==> src/rtl/core/gwf_pkg.sv <==
// ----------------------------------------------------------------------------
// gwf_pkg
// Shared types, codes and constants of the grid wall follower.
// ----------------------------------------------------------------------------
package gwf_pkg;

  localparam int unsigned COL_W    = 6;
  localparam int unsigned ROW_W    = 6;
  localparam int unsigned LIM_W    = 7;
  localparam int unsigned ADDR_W   = COL_W + ROW_W;
  localparam int unsigned CELLS    = 1 << ADDR_W;
  localparam int unsigned MAX_COLS = 1 << COL_W;
  localparam int unsigned MAX_ROWS = 1 << ROW_W;
  localparam int unsigned CFG_IDX_W  = 3;
  localparam int unsigned CFG_DATA_W = 7;

  // Cell flag bits
  localparam int unsigned FLAG_WALL_BIT    = 0;
  localparam int unsigned FLAG_VISITED_BIT = 1;

  typedef enum logic [1:0] {
    CMD_LOAD  = 2'd0,
    CMD_START = 2'd1,
    CMD_STEP  = 2'd2,
    CMD_READ  = 2'd3
  } cmd_e;

  typedef enum logic [1:0] {
    DIR_N = 2'd0,
    DIR_S = 2'd1,
    DIR_E = 2'd2,
    DIR_W = 2'd3
  } dir_e;

  typedef enum logic [CFG_IDX_W-1:0] {
    CFG_GRID_COLUMNS = 3'd0,
    CFG_GRID_ROWS    = 3'd1,
    CFG_ENTRY_X      = 3'd2,
    CFG_ENTRY_Y      = 3'd3,
    CFG_EXIT_X       = 3'd4,
    CFG_EXIT_Y       = 3'd5
  } cfg_idx_e;

  typedef struct packed {
    cmd_e             cmd;
    logic [COL_W-1:0] cell_col;
    logic [ROW_W-1:0] cell_row;
    logic             cell_is_wall;
  } in_item_t;

  typedef struct packed {
    logic [COL_W-1:0] pos_col;
    logic [ROW_W-1:0] pos_row;
    logic [1:0]       heading;
    logic             moved;
    logic             reached_exit;
    logic             read_wall;
    logic             read_visited;
  } out_item_t;

  typedef struct packed {
    logic [LIM_W-1:0] grid_columns;
    logic [LIM_W-1:0] grid_rows;
    logic [COL_W-1:0] entry_x;
    logic [ROW_W-1:0] entry_y;
    logic [COL_W-1:0] exit_x;
    logic [ROW_W-1:0] exit_y;
  } cfg_t;

  typedef struct packed {
    logic              en;
    logic              we;
    logic [ADDR_W-1:0] addr;
    logic [1:0]        wdata;
  } mem_req_t;

  // Neighbor k (0 first) tried for a given heading.
  function automatic dir_e try_dir(dir_e facing, logic [1:0] k);
    logic [7:0] ord;
    case (facing)
      DIR_N:   ord = {DIR_S, DIR_W, DIR_N, DIR_E};
      DIR_S:   ord = {DIR_N, DIR_E, DIR_S, DIR_W};
      DIR_E:   ord = {DIR_W, DIR_N, DIR_E, DIR_S};
      default: ord = {DIR_E, DIR_S, DIR_W, DIR_N};
    endcase
    return dir_e'(ord[{k, 1'b0} +: 2]);
  endfunction

endpackage

==> src/rtl/core/gwf_walker.sv <==
// ----------------------------------------------------------------------------
// gwf_walker
// Command sequencer: clears the cell memory, runs load, start, step and read.
// ----------------------------------------------------------------------------
module gwf_walker (
  input  logic               clk_i,
  input  logic               rst_ni,
  input  gwf_pkg::cfg_t      cfg_i,
  input  logic               in_valid_i,
  output logic               in_stall_o,
  input  gwf_pkg::in_item_t  in_data_i,
  output logic               res_valid_o,
  input  logic               res_ready_i,
  output gwf_pkg::out_item_t res_o,
  output gwf_pkg::mem_req_t  mem_req_o,
  input  logic [1:0]         mem_rdata_i
);

  typedef enum logic [2:0] {
    ST_CLEAR,
    ST_IDLE,
    ST_PROBE,
    ST_CHECK,
    ST_RD_WAIT,
    ST_EMIT
  } state_e;

  state_e                        state_q, state_d;
  logic [gwf_pkg::ADDR_W-1:0]    clr_cnt_q, clr_cnt_d;
  logic [gwf_pkg::COL_W-1:0]     col_q, col_d;
  logic [gwf_pkg::ROW_W-1:0]     row_q, row_d;
  gwf_pkg::dir_e                 facing_q, facing_d;
  logic                          done_q, done_d;
  logic [1:0]                    k_q, k_d;
  logic [gwf_pkg::COL_W-1:0]     cand_col_q, cand_col_d;
  logic [gwf_pkg::ROW_W-1:0]     cand_row_q, cand_row_d;
  gwf_pkg::dir_e                 cand_dir_q, cand_dir_d;
  logic                          moved_q, moved_d;
  logic                          rd_wall_q, rd_wall_d;
  logic                          rd_vis_q, rd_vis_d;

  logic [gwf_pkg::LIM_W-1:0]     lim_c, lim_r;
  gwf_pkg::dir_e                 dir;
  logic [gwf_pkg::LIM_W-1:0]     nc, nr;
  logic                          edge_ok, in_grid;
  logic                          accept;

  // Clamp the grid size to the store.
  assign lim_c = (cfg_i.grid_columns > gwf_pkg::LIM_W'(gwf_pkg::MAX_COLS))
                 ? gwf_pkg::LIM_W'(gwf_pkg::MAX_COLS) : cfg_i.grid_columns;
  assign lim_r = (cfg_i.grid_rows > gwf_pkg::LIM_W'(gwf_pkg::MAX_ROWS))
                 ? gwf_pkg::LIM_W'(gwf_pkg::MAX_ROWS) : cfg_i.grid_rows;

  // Candidate neighbor for the current try.
  always_comb begin
    dir     = gwf_pkg::try_dir(facing_q, k_q);
    nc      = {1'b0, col_q};
    nr      = {1'b0, row_q};
    edge_ok = 1'b1;
    case (dir)
      gwf_pkg::DIR_N: begin
        edge_ok = (row_q != '0);
        nr      = {1'b0, row_q} - 1'b1;
      end
      gwf_pkg::DIR_S: nr = {1'b0, row_q} + 1'b1;
      gwf_pkg::DIR_E: nc = {1'b0, col_q} + 1'b1;
      default: begin
        edge_ok = (col_q != '0);
        nc      = {1'b0, col_q} - 1'b1;
      end
    endcase
    in_grid = edge_ok && (nc < lim_c) && (nr < lim_r);
  end

  assign in_stall_o = (state_q != ST_IDLE);
  assign accept     = in_valid_i && (state_q == ST_IDLE);

  always_comb begin
    state_d    = state_q;
    clr_cnt_d  = clr_cnt_q;
    col_d      = col_q;
    row_d      = row_q;
    facing_d   = facing_q;
    done_d     = done_q;
    k_d        = k_q;
    cand_col_d = cand_col_q;
    cand_row_d = cand_row_q;
    cand_dir_d = cand_dir_q;
    moved_d    = moved_q;
    rd_wall_d  = rd_wall_q;
    rd_vis_d   = rd_vis_q;
    mem_req_o  = '0;

    case (state_q)
      ST_CLEAR: begin
        mem_req_o.en   = 1'b1;
        mem_req_o.we   = 1'b1;
        mem_req_o.addr = clr_cnt_q;
        clr_cnt_d      = clr_cnt_q + 1'b1;
        if (clr_cnt_q == '1) begin
          state_d = ST_IDLE;
        end
      end
      ST_IDLE: begin
        if (accept) begin
          moved_d   = 1'b0;
          rd_wall_d = 1'b0;
          rd_vis_d  = 1'b0;
          k_d       = '0;
          case (in_data_i.cmd)
            gwf_pkg::CMD_LOAD: begin
              mem_req_o.en   = 1'b1;
              mem_req_o.we   = 1'b1;
              mem_req_o.addr = {in_data_i.cell_row, in_data_i.cell_col};
              mem_req_o.wdata[gwf_pkg::FLAG_WALL_BIT] = in_data_i.cell_is_wall;
              state_d = ST_EMIT;
            end
            gwf_pkg::CMD_START: begin
              col_d    = cfg_i.entry_x;
              row_d    = cfg_i.entry_y;
              facing_d = gwf_pkg::DIR_E;
              done_d   = 1'b0;
              state_d  = ST_EMIT;
            end
            gwf_pkg::CMD_STEP: state_d = ST_PROBE;
            default: begin
              mem_req_o.en   = 1'b1;
              mem_req_o.addr = {in_data_i.cell_row, in_data_i.cell_col};
              state_d        = ST_RD_WAIT;
            end
          endcase
        end
      end
      ST_PROBE: begin
        if (in_grid) begin
          mem_req_o.en   = 1'b1;
          mem_req_o.addr = {nr[gwf_pkg::ROW_W-1:0], nc[gwf_pkg::COL_W-1:0]};
          cand_col_d     = nc[gwf_pkg::COL_W-1:0];
          cand_row_d     = nr[gwf_pkg::ROW_W-1:0];
          cand_dir_d     = dir;
          state_d        = ST_CHECK;
        end else if (k_q == 2'd3) begin
          facing_d = gwf_pkg::DIR_W;
          done_d   = done_q || (col_q == cfg_i.exit_x && row_q == cfg_i.exit_y);
          state_d  = ST_EMIT;
        end else begin
          k_d = k_q + 1'b1;
        end
      end
      ST_CHECK: begin
        if (!mem_rdata_i[gwf_pkg::FLAG_WALL_BIT]) begin
          // Free cell: wall bit is known clear, so write visited alone.
          mem_req_o.en   = 1'b1;
          mem_req_o.we   = 1'b1;
          mem_req_o.addr = {cand_row_q, cand_col_q};
          mem_req_o.wdata[gwf_pkg::FLAG_VISITED_BIT] = 1'b1;
          col_d    = cand_col_q;
          row_d    = cand_row_q;
          facing_d = cand_dir_q;
          moved_d  = 1'b1;
          done_d   = done_q || (cand_col_q == cfg_i.exit_x && cand_row_q == cfg_i.exit_y);
          state_d  = ST_EMIT;
        end else if (k_q == 2'd3) begin
          facing_d = gwf_pkg::DIR_W;
          done_d   = done_q || (col_q == cfg_i.exit_x && row_q == cfg_i.exit_y);
          state_d  = ST_EMIT;
        end else begin
          k_d     = k_q + 1'b1;
          state_d = ST_PROBE;
        end
      end
      ST_RD_WAIT: begin
        rd_wall_d = mem_rdata_i[gwf_pkg::FLAG_WALL_BIT];
        rd_vis_d  = mem_rdata_i[gwf_pkg::FLAG_VISITED_BIT];
        state_d   = ST_EMIT;
      end
      ST_EMIT: begin
        if (res_ready_i) begin
          state_d = ST_IDLE;
        end
      end
      default: state_d = ST_IDLE;
    endcase
  end

  always_ff @(posedge clk_i or negedge rst_ni) begin
    if (!rst_ni) begin
      state_q   <= ST_CLEAR;
      clr_cnt_q <= '0;
      col_q     <= '0;
      row_q     <= '0;
      facing_q  <= gwf_pkg::DIR_E;
      done_q    <= 1'b0;
      k_q       <= '0;
      moved_q   <= 1'b0;
      rd_wall_q <= 1'b0;
      rd_vis_q  <= 1'b0;
    end else begin
      state_q   <= state_d;
      clr_cnt_q <= clr_cnt_d;
      col_q     <= col_d;
      row_q     <= row_d;
      facing_q  <= facing_d;
      done_q    <= done_d;
      k_q       <= k_d;
      moved_q   <= moved_d;
      rd_wall_q <= rd_wall_d;
      rd_vis_q  <= rd_vis_d;
    end
  end

  always_ff @(posedge clk_i) begin
    cand_col_q <= cand_col_d;
    cand_row_q <= cand_row_d;
    cand_dir_q <= cand_dir_d;
  end

  assign res_valid_o        = (state_q == ST_EMIT);
  assign res_o.pos_col      = col_q;
  assign res_o.pos_row      = row_q;
  assign res_o.heading      = facing_q;
  assign res_o.moved        = moved_q;
  assign res_o.reached_exit = done_q;
  assign res_o.read_wall    = rd_wall_q;
  assign res_o.read_visited = rd_vis_q;

endmodule

==> config.mk <==
export PLATFORM = sky130hd
export DESIGN_NAME = gwf_walker
export DESIGN_NICKNAME = d
export VERILOG_FILES = /design/src/rtl/core/gwf_pkg.sv /design/src/rtl/core/gwf_walker.sv
export SDC_FILE = /design/constraint.sdc
export NUM_CORES = 1
export LEC_CHECK = 0
export ABC_AREA = 1
export BUFFER_PORTS_ARGS = -buffer_cell sky130_fd_sc_hd__buf_4
export CORE_ASPECT_RATIO = 1.2
export CORE_MARGIN = 2
export CORE_UTILIZATION = 40
export DETAILED_ROUTE_END_ITERATION = 6
export MAX_ROUTING_LAYER = met4
export PLACE_DENSITY = 0.63
export REMOVE_ABC_BUFFERS = 1
export SLEW_MARGIN = 0
export SYNTH_ARGS = -nofsm -noshare
export SYNTH_HDL_FRONTEND = slang
export SYNTH_SLANG_ARGS = --single-unit
export TNS_END_PERCENT = 1
==> constraint.sdc <==
create_clock -name clk_i -period 4.9 [get_ports clk_i]
set_input_delay 0.98 -clock clk_i [delete_from_list [all_inputs] [get_ports clk_i]]
set_output_delay 0.98 -clock clk_i [all_outputs]
set_load 0.05 [all_outputs]
==> metrics.yaml <==
global_routing:
  grt_pass1_vias: 4207
  grt_pass1_wl_um: 20370
  antenna_found_initial: 0
  met3_usage: 0.03679
  grt_max_degree: 36
  use_met2: 0.3907
  grt_overflow: 0
  grt_use_total: 0.2325
  top_usage_layer: "met2"
  grt_use_met1: 0.2913
clock_network:
  cts_tree: "done"
  cts.sinks: 49
  insertion_delay_ns: 0.29
  root_buffer: "clkbuf_16"
  cts_max_level: 2
  ctsHoldBuffers: 0
  clockBufferDepth: 2
  clk_pin_slew_worst_paths_ns: 0.07
  cts_buffers: 5
yosys:
  yosys.area.top_type_share: 0.2053
  avgSynthCellArea_um2: 7.564
  synth_seq_cells: 49
  ys.flop_type: "dfrtp_1"
  yosysWarnings: 0
  synthTopCellsByCount: "nand2_1, inv_1, nor2_1"
  synth.most_common_cell: "nand2_1"
  synth_edf_count: 14
  yosys-top-cells-area: "dfrtp_1, nand2_1, ha_1"
  ys_seq_area_frac: 0.3130
  synth_top_cell_by_area: "dfrtp_1"
  syn_area_mm2: 0.004145
  ys_types: 45
  async_flop_share: 0.7143
  syn_inst: 548
setup_path:
  required_ns: 3.92
  crit_fanout: 5
  r2r_slack_ns: 0.62
  reg2reg_depth: 27
  critPathLaunchType: "flop"
  timing.rr.start: "facing_q[1]$_DFFE_PN1P_"
  cp.arrival_ns: 4.25
  r2r_end: "cand_row_q[2]$_DFFE_PP_"
  cp-end-kind: "primary output"
  worstSetupPathType: "flop to primary output"
worst_hold_path:
  hold_path_startpoint: "moved_q$_DFFE_PN0P_"
  hold_path_end: "moved_q$_DFFE_PN0P_"
  hp-class: "flop to flop"
  holdPathStages: 2
timing:
  relSlewSlack: 0.3205
  rsz0062_at_grt: "yes"
  min_period_ns: 5.229
  worst_slew_pin_slew_ns: 1.019
  drv_slew: 0
  setup_violations: 13
  clock-skew-final_ns: 0.009403
  setup_slack_ns: -0.3294
  hold_viol_final: 0
  period_share: 1.067
  fmax_mhz: 191.2
placement:
  dp_worst_setup_slack_ns: -0.3792
  dp_hpwl_um: 9764
  post-place-cells: 797
  dpl-instance-area_mm2: 0.005253
  gp_congestion: 0.9356
  port_buffers: 94
floorplanning:
  start_util: 0.4121
  io_pins: 95
  die_y_um: 115.5
  die_x_um: 96.93
  die-area_mm2: 0.01120
  placementRows: 40
  core-area_mm2: 0.01006
outcome:
  run_status: "complete, but fails checks"
  violations: "negative setup slack"
layout:
  fill_cells: 935
  fin_util: 0.5675
  drive_above_1_share: 0.3343
  antenna_cells: 0
  nNetsFinal: 785
  syn_to_final_growth_pct: 37.73
  fin_cells: 817
  final_area_mm2: 0.005709
detailed_routing:
  drtAntennaViolNets: 0
  dr.pass1.iters: 5
  drt_iter0_drc: 262
  viasPerCell: 5.144
  routed_wirelength_um: 12430
  wl_per_cell_um: 15.21
  num_vias: 4203
  drc: 0
run:
  drv_cap: 0
placed cells by master (no fill, tap or decap), types with 5 or more instances in the layout:
| master | count |
|---|---|
| nand4_1 | 11 |
| nand2_1 | 125 |
| xor2_1 | 14 |
| ha_4 | 6 |
| a31oi_1 | 14 |
| nor3_1 | 5 |
| a22oi_1 | 11 |
| buf_6 | 14 |
| o21ai_0 | 10 |
| nor2_1 | 56 |
| inv_2 | 15 |
| buf_4 | 134 |
| inv_1 | 52 |
| o211ai_2 | 9 |
| xnor2_1 | 24 |
| clkbuf_16 | 5 |
| dfrtp_1 | 34 |
| ha_1 | 25 |
| o21ai_1 | 5 |
| nand2_2 | 17 |
| a21oi_1 | 11 |
| edfxtp_1 | 14 |
| nand3_1 | 31 |
cell type report:
cell class	instances	area, um2	share of cell area
clock buffers	5	125.1	0.02192
clock inverters	3	22.52	0.003945
inverters	69	261.5	0.04580
multi-input cells	415	2646	0.4635
flip-flops and latches	49	1297	0.2273
well taps	126	157.7	0.02761
repair buffers	150	1199	0.2099
sequential cells by signal, indices dropped and copies added, names as in the netlist:
register	count
moved_q	1
cand_row_q	6
cand_dir_q	2
rd_vis_q	1
k_q	2
row_q	6
state_q	3
cand_col_q	6
done_q	1
facing_q	2
clr_cnt_q	12
col_q	6
rd_wall_q	1
layer usage:
| layer | wire [um] | part of all wire | vias up |
|---|---|---|---|
| li1 | - | - | 2106 |
| met2 | 6018 | 0.48 | 156 |
| met4 | 264 | 0.021 | 0 |
| met3 | 735 | 0.059 | 24 |
| met1 | 5407 | 0.44 | 1917 |
| met5 | 0 | 0 | - |
through the flow:
stage               setup TNS [ns]  hold slack (ns)
detailed placement          -4.059           0.4604
global placement            -2.368           0.4569
global route                -6.878           0.5139
floorplan                   -8.666           0.4640
CTS                         -3.976           0.4780
finish                      -3.754           0.4753
cell families after synthesis:
| family | Yosys count | synth area share |
|---|---|---|
| AOI/OAI and AO/OA | 79 | 0.1313 |
| xor gates and xnor gates | 38 | 0.08029 |
| adders and majority gates | 36 | 0.1123 |
| buffers and inverters | 84 | 0.08331 |
| DFF | 49 | 0.3130 |
| and+or+nand+nor | 262 | 0.2798 |
critical path, stage by stage, from the launching register on:
cell	delay, ns
dfstp_2	0.54
inv_2	0.05
ha_4	0.22
nor2_4	0.08
inv_2	0.05
o21ai_2	0.04
inv_1	0.05
o21ai_2	0.14
buf_6	0.12
inv_2	0.04
ha_4	0.17
fa_2	0.37
buf_4	0.15
xor2_1	0.14
o21ai_0	0.24
ha_1	0.29
a21oi_1	0.15
a21oi_1	0.08
nor2_1	0.11
nand2_1	0.08
nand2_2	0.09
nand3_4	0.09
nor2_4	0.14
buf_8	0.14
buf_12	0.10
nand2_2	0.05
o211ai_2	0.06
buf_6	0.18
how the worst max path moves through the flow:
stage	startpoint	endpoint	slack, ns	cells past startpoint
final	facing_q[1]$_DFFE_PN1P_	mem_req_o[3]	-0.33	27
after global routing	facing_q[1]$_DFFE_PN1P_	mem_req_o[9]	-0.57	30
after CTS	facing_q[1]$_DFFE_PN1P_	mem_req_o[3]	-0.35	29
after detailed placement	facing_q[1]$_DFFE_PN1P_	mem_req_o[7]	-0.38	28
after global placement	facing_q[1]$_DFFE_PN1P_	mem_req_o[7]	-0.22	29
after floorplan	facing_q[0]$_DFFE_PN0P_	mem_req_o[12]	-0.87	26
timing repair:
item,in CTS,in global routing
gates cloned,0,0
setup buffers,10,2
setup endpoints to repair,13,13
pin swaps,11,14
resized for setup,41,19
Power is not shown: default switching activity piles up to over one toggle a cycle in this logic, so the estimate is an artifact.
